### src/design/sblr_ram.sv
// Generic single-port-write, single-port-read RAM with a registered read.
// Depends on nothing; used for the weight, bounds and line stores.
`default_nettype none

module sblr_ram #(
   parameter int WIDTH = 8,
   parameter int DEPTH = 16
) (
   input  wire logic                     clock,
   input  wire logic                     wr_en,
   input  wire logic [$clog2(DEPTH)-1:0] wr_addr,
   input  wire logic [WIDTH-1:0]         wr_data,
   input  wire logic [$clog2(DEPTH)-1:0] rd_addr,
   output logic      [WIDTH-1:0]         rd_data
);

   logic [WIDTH-1:0] mem_ff [DEPTH];
   logic [WIDTH-1:0] rd_data_ff;

   always_ff @(posedge clock) begin
      if (wr_en) begin
         mem_ff[wr_addr] <= wr_data;
      end
      rd_data_ff <= mem_ff[rd_addr];
   end

   assign rd_data = rd_data_ff;

endmodule

`default_nettype wire

### config.mk
export PLATFORM = sky130hd
export DESIGN_NAME = sblr_ram
export DESIGN_NICKNAME = d
export VERILOG_FILES = /design/src/design/sblr_ram.sv
export SDC_FILE = /design/constraint.sdc
export NUM_CORES = 1
export LEC_CHECK = 0
export ABC_AREA = 1
export BUFFER_PORTS_ARGS = -buffer_cell sky130_fd_sc_hd__buf_2
export CAP_MARGIN = 15
export CORE_AREA = 2 2 138 113
export DETAILED_ROUTE_END_ITERATION = 8
export DIE_AREA = 0 0 140 115
export PLACE_DENSITY = 0.56
export SYNTH_ARGS = -nofsm -noshare
export SYNTH_HDL_FRONTEND = slang
export SYNTH_SLANG_ARGS = --single-unit
### constraint.sdc
create_clock -name clock -period 2.1 [get_ports clock]
set_input_delay 0.105 -clock clock [delete_from_list [all_inputs] [get_ports clock]]
set_output_delay 0.105 -clock clock [all_outputs]
set_load 0.01 [all_outputs]
### Word level (Yosys, flattened, before mapping)

Memories as Yosys holds them, arrays and structs flattened. A register that Yosys moved wholly into a read port is not among the register bits.
Index checks and enable logic that the tools add are counted.

* output and inout port bits: 8
* ROM bits: 0
* memories: 1
* word-level logic and storage cells: 3
* latch bits: 0
* bits in registers: 0
* memory bits (writable): 128

* add/subtract/negate cells: 0
* bitwise gates (word level): 0
* $lt $le $gt $ge: 0
* multipliers: 0
* muxes and demuxes: 2
* div/mod/pow operators: 0
* shift-type cells: 0
* reduce and logical (&&, ||, !) cells: 0
* equality and inequality tests: 0

Memory list
* mem_ff: depth 16, bits a word 8, rd ports 1, clocked after memory_dff 1, wr ports 1, line 17 `logic [WIDTH-1:0] mem_ff [DEPTH];`

Operators with widths (count)
* two-way mux 1 bit: 2

### Logic depth before layout (Yosys ltp)

* depth after elaboration: 2
* depth in mapped cells: 8
* gate-level depth less buffers: 7

### Least setup slack after synthesis

Ideal clock, no wire load.

* kind: input to register
* from: input port wr_addr[2]
* to: memory mem_ff[10][0], enable pin
* data required time: 1730 ps
* path buffers: 0
* data arrival time: 686 ps
* stages: 2
* library setup time: 370 ps
* path slack: 1044 ps
* path through: nand3b_1 nor2_1

RTL lines
* from (decl): line 11 `input wire logic [$clog2(DEPTH)-1:0] wr_addr,`
* to (decl): line 17

Straight into the memory's write port.

==> impl_summary.log <==
[metrics] result of the run: complete, but fails checks
[metrics] violated checks: design-rule violations
[metrics] arrival time at the worst endpoint: 1370 ps
[metrics] global-route wire length before repair: 20,900 µm
[metrics] peak per-stage delay on the critical path: 360 ps
[metrics] critical-path cell with the highest stage delay: edfxtp_1
[metrics] post-synthesis cell count: 551
[metrics] htree depth: 4
[metrics] worst setup timing slack at the placement stage: 675 ps
[metrics] layout overhead on the synthesized area: 14.9%
[metrics] leakage dissipation: 2.85 nW
[metrics] critical path data required time: 2400 ps
[metrics] PwrDens: 926 nW/µm²
[metrics] via count of the first global-routing pass: 3,572
[metrics] initial antenna violation count: 0
[metrics] quantity of gates resized following cts: 0
[metrics] Max Clk Rate: 0.938 GHz
[metrics] Slew Limit Headroom: 0.534
[metrics] insertion delay of the later-clocked pin in the worst-skew pair: 420 ps
[metrics] library cell with the largest summed area after synthesis: edfxtp_1
[metrics] fin nets: 603
[metrics] worst-case setup margin in the final layout: 1030 ps
[metrics] global placement routability congestion: 0.806
[metrics] DRC Markers: 2
[metrics] final worst path period share: 0.508
[metrics] Critical Path Start Type: register
[metrics] Synth async-reset ratio: 0
[metrics] count of distinct cell types in the synthesized netlist: 12
[metrics] count of yosys warnings during synthesis: 0
[metrics] average detailed-routed wire length per instance: 17.2 µm
[metrics] TritonRoute pass-1 iters: 9
[metrics] Worst Hold Class: input pin to register
[metrics] worst-case vdd ir drop: 0.779 mV
[metrics] unrepaired setup endpoints after global routing: false
[metrics] detailed-route wire length: 13,500 µm
[metrics] Inserted Clock Buffers: 17
[metrics] global-route usage over all layers: 0.178
[metrics] main flop type after synthesis: edfxtp_1
[metrics] Rows: 40
[metrics] nets in the synthesized netlist: 569
[metrics] count of state elements after synthesis: 136
[metrics] number of DRC markers after the initial detailed-route iteration: 372
[metrics] placed wire-length estimate after detailed placement: 8090 µm
[metrics] Final Hold Fails: 0
[metrics] area share of the largest cell type after synthesis: 0.667
[metrics] Worst Reg-to-Reg Cells: 6
[metrics] GRT Residual Overflow: 0
[metrics] CTS sink cnt: 136
[metrics] number of hold buffers added after cts: 0
[metrics] pin count of the biggest net entering global routing: 65
[metrics] Starting Density: 0.391
[metrics] core area: 14,800 µm²
[metrics] gate family responsible for the most delay along the worst path: simple AND/OR/NAND/NOR gates
[metrics] full die area: 16,100 µm²
[metrics] Post-Syn Area: 5770 µm²
[metrics] number of cells on the worst hold path: 3
[metrics] antenna diode count: 0
[metrics] sequential element share of the synthesized area: 0.694
[metrics] fraction of final layout cells sized beyond drive strength 1: 0.115
[metrics] per-cell via count in the routed design: 4.83
[metrics] Worst-path clk slew: 60 ps
[metrics] Finish-stage setup viols: 0
[metrics] total number of vias: 3,800
[metrics] total negative setup slack: 0 ps
[metrics] Crit Path Category: register to register
[metrics] largest driver fanout on the critical path: 1
[metrics] height of the chip: 115 µm
[metrics] Clock Path Buffers: 2
[metrics] mean post-synth cell area: 10.5 µm²
[metrics] most numerous cell in the Yosys netlist: nand2_1
[metrics] WP depth: 6
[metrics] Post-Route Skew: 8.21 ps
[metrics] buffer and inverter count on the worst path: 1
[metrics] I/O pin cnt: 26
[metrics] TritonCTS clock tree: yes
[metrics] kind of end point of the critical path: register
[metrics] cell-by-cell trace of the critical path: inv_1 > nand2_1 > nand3_1 > nand3_1 > nand3_1 > nand2_1
[metrics] number of setup buffers added after CTS: 0
[metrics] Max Transition Viols Final: 0
[metrics] Antenna Nets Post-Route: 0
[metrics] Post-synth top cells: nand2_1, edfxtp_1, inv_1
[metrics] biggest area contributors in the synthesized netlist: edfxtp_1, nand2_1, nand3_1
[metrics] post-layout min period: 1070 ps
[metrics] root buf cell: clkbuf_16
[metrics] cell occurring most often along the worst timing path: nand3_1
[metrics] DIE WIDTH: 140 µm
[metrics] number of enable flip-flop cells after synthesis: 128
[metrics] Slew @ Worst Pin: 697 ps
[metrics] count of port buffers added during placement: 25
[metrics] number of maximum-capacitance violations: 0
==> registers in the layout, summed over array words and instances, names as in the netlist <==
name / count
mem_ff: 128
rd_data: 8
==> worst paths after layout <==
path	to	start	slack, ps
setup / recovery	rd_data[0]$_DFF_P_	mem_ff[7][0]$_DFFE_PP_	1030
hold / removal	rd_data[4]$_DFF_P_	rd_addr[3]	80
setup reg to reg	rd_data[0]$_DFF_P_	mem_ff[7][0]$_DFFE_PP_	1030
hold reg to reg	rd_data[1]$_DFF_P_	mem_ff[2][1]$_DFFE_PP_	670
==> cells in the final DEF, fill, tap and decap left out <==
master	n
bufinv_16	1
inv_2	2
inv_1	100
dfxtp_1	8
nor2_1	17
nand2_1	173
buf_2	25
nand3_1	97
clkinv_1	4
edfxtp_1	128
clkbuf_16	17
clkinv_2	4
nand3b_1	2
inv_6	1
clkinvlp_4	5
buf_12	2
buf_4	12
==> worst reg2reg max path, cell delays in order (launching register included) <==
cell	delay, ps
edfxtp_1	360
inv_1	60
nand2_1	40
nand3_1	150
nand3_1	160
nand3_1	120
nand2_1	60
==> metal layers <==
metal	track usage	wire length [µm]
met1	0.261	6740
met3	0.0525	832
met4	0.0498	157
met2	0.259	5790
met5	0	0
==> stage by stage <==
stage / utilization / hold WS (ps) / power [mW] / instance area (µm²) / std cells
6_report: 0.449 / 77.7 / 6.14 / 6630 / 787
5_1_grt: 0.449 / 69.1 / 6.35 / 6630 / 787
4_1_cts: 0.449 / 58.1 / 6.18 / 6630 / 787
3_5_place_dp: 0.413 / 502 / 3.49 / 6090 / 755
3_3_place_gp: 0.413 / 504 / 3.49 / 6090 / 755
2_1_floorplan: - / 204 / 3.33 / 5770 / 551
==> cells by family after synthesis <==
group,share of synthesized area
DFF,0.694
buffers and inverters,0.0952
and+or+nand+nor,0.210
==> power breakdown <==
group          total, mW  internal (mW)  switching (mW)  leakage (nW)
logic              0.378          0.107           0.271          1.37
registers           3.05           3.03          0.0161          1.22
clock network       2.71           1.60            1.11         0.251
==> final cells by class <==
type | instances | area, µm²
Inverter | 102 | 383
Multi-Input combinational cell | 289 | 1210
Tap cell | 189 | 236
Clock inverter | 15 | 111
Fill cell | 1408 | 8140
Sequential cell | 136 | 4000
Timing Repair Buffer | 39 | 255
Clock buffer | 17 | 425
Note: power is estimated with default switching activity, not from simulation.
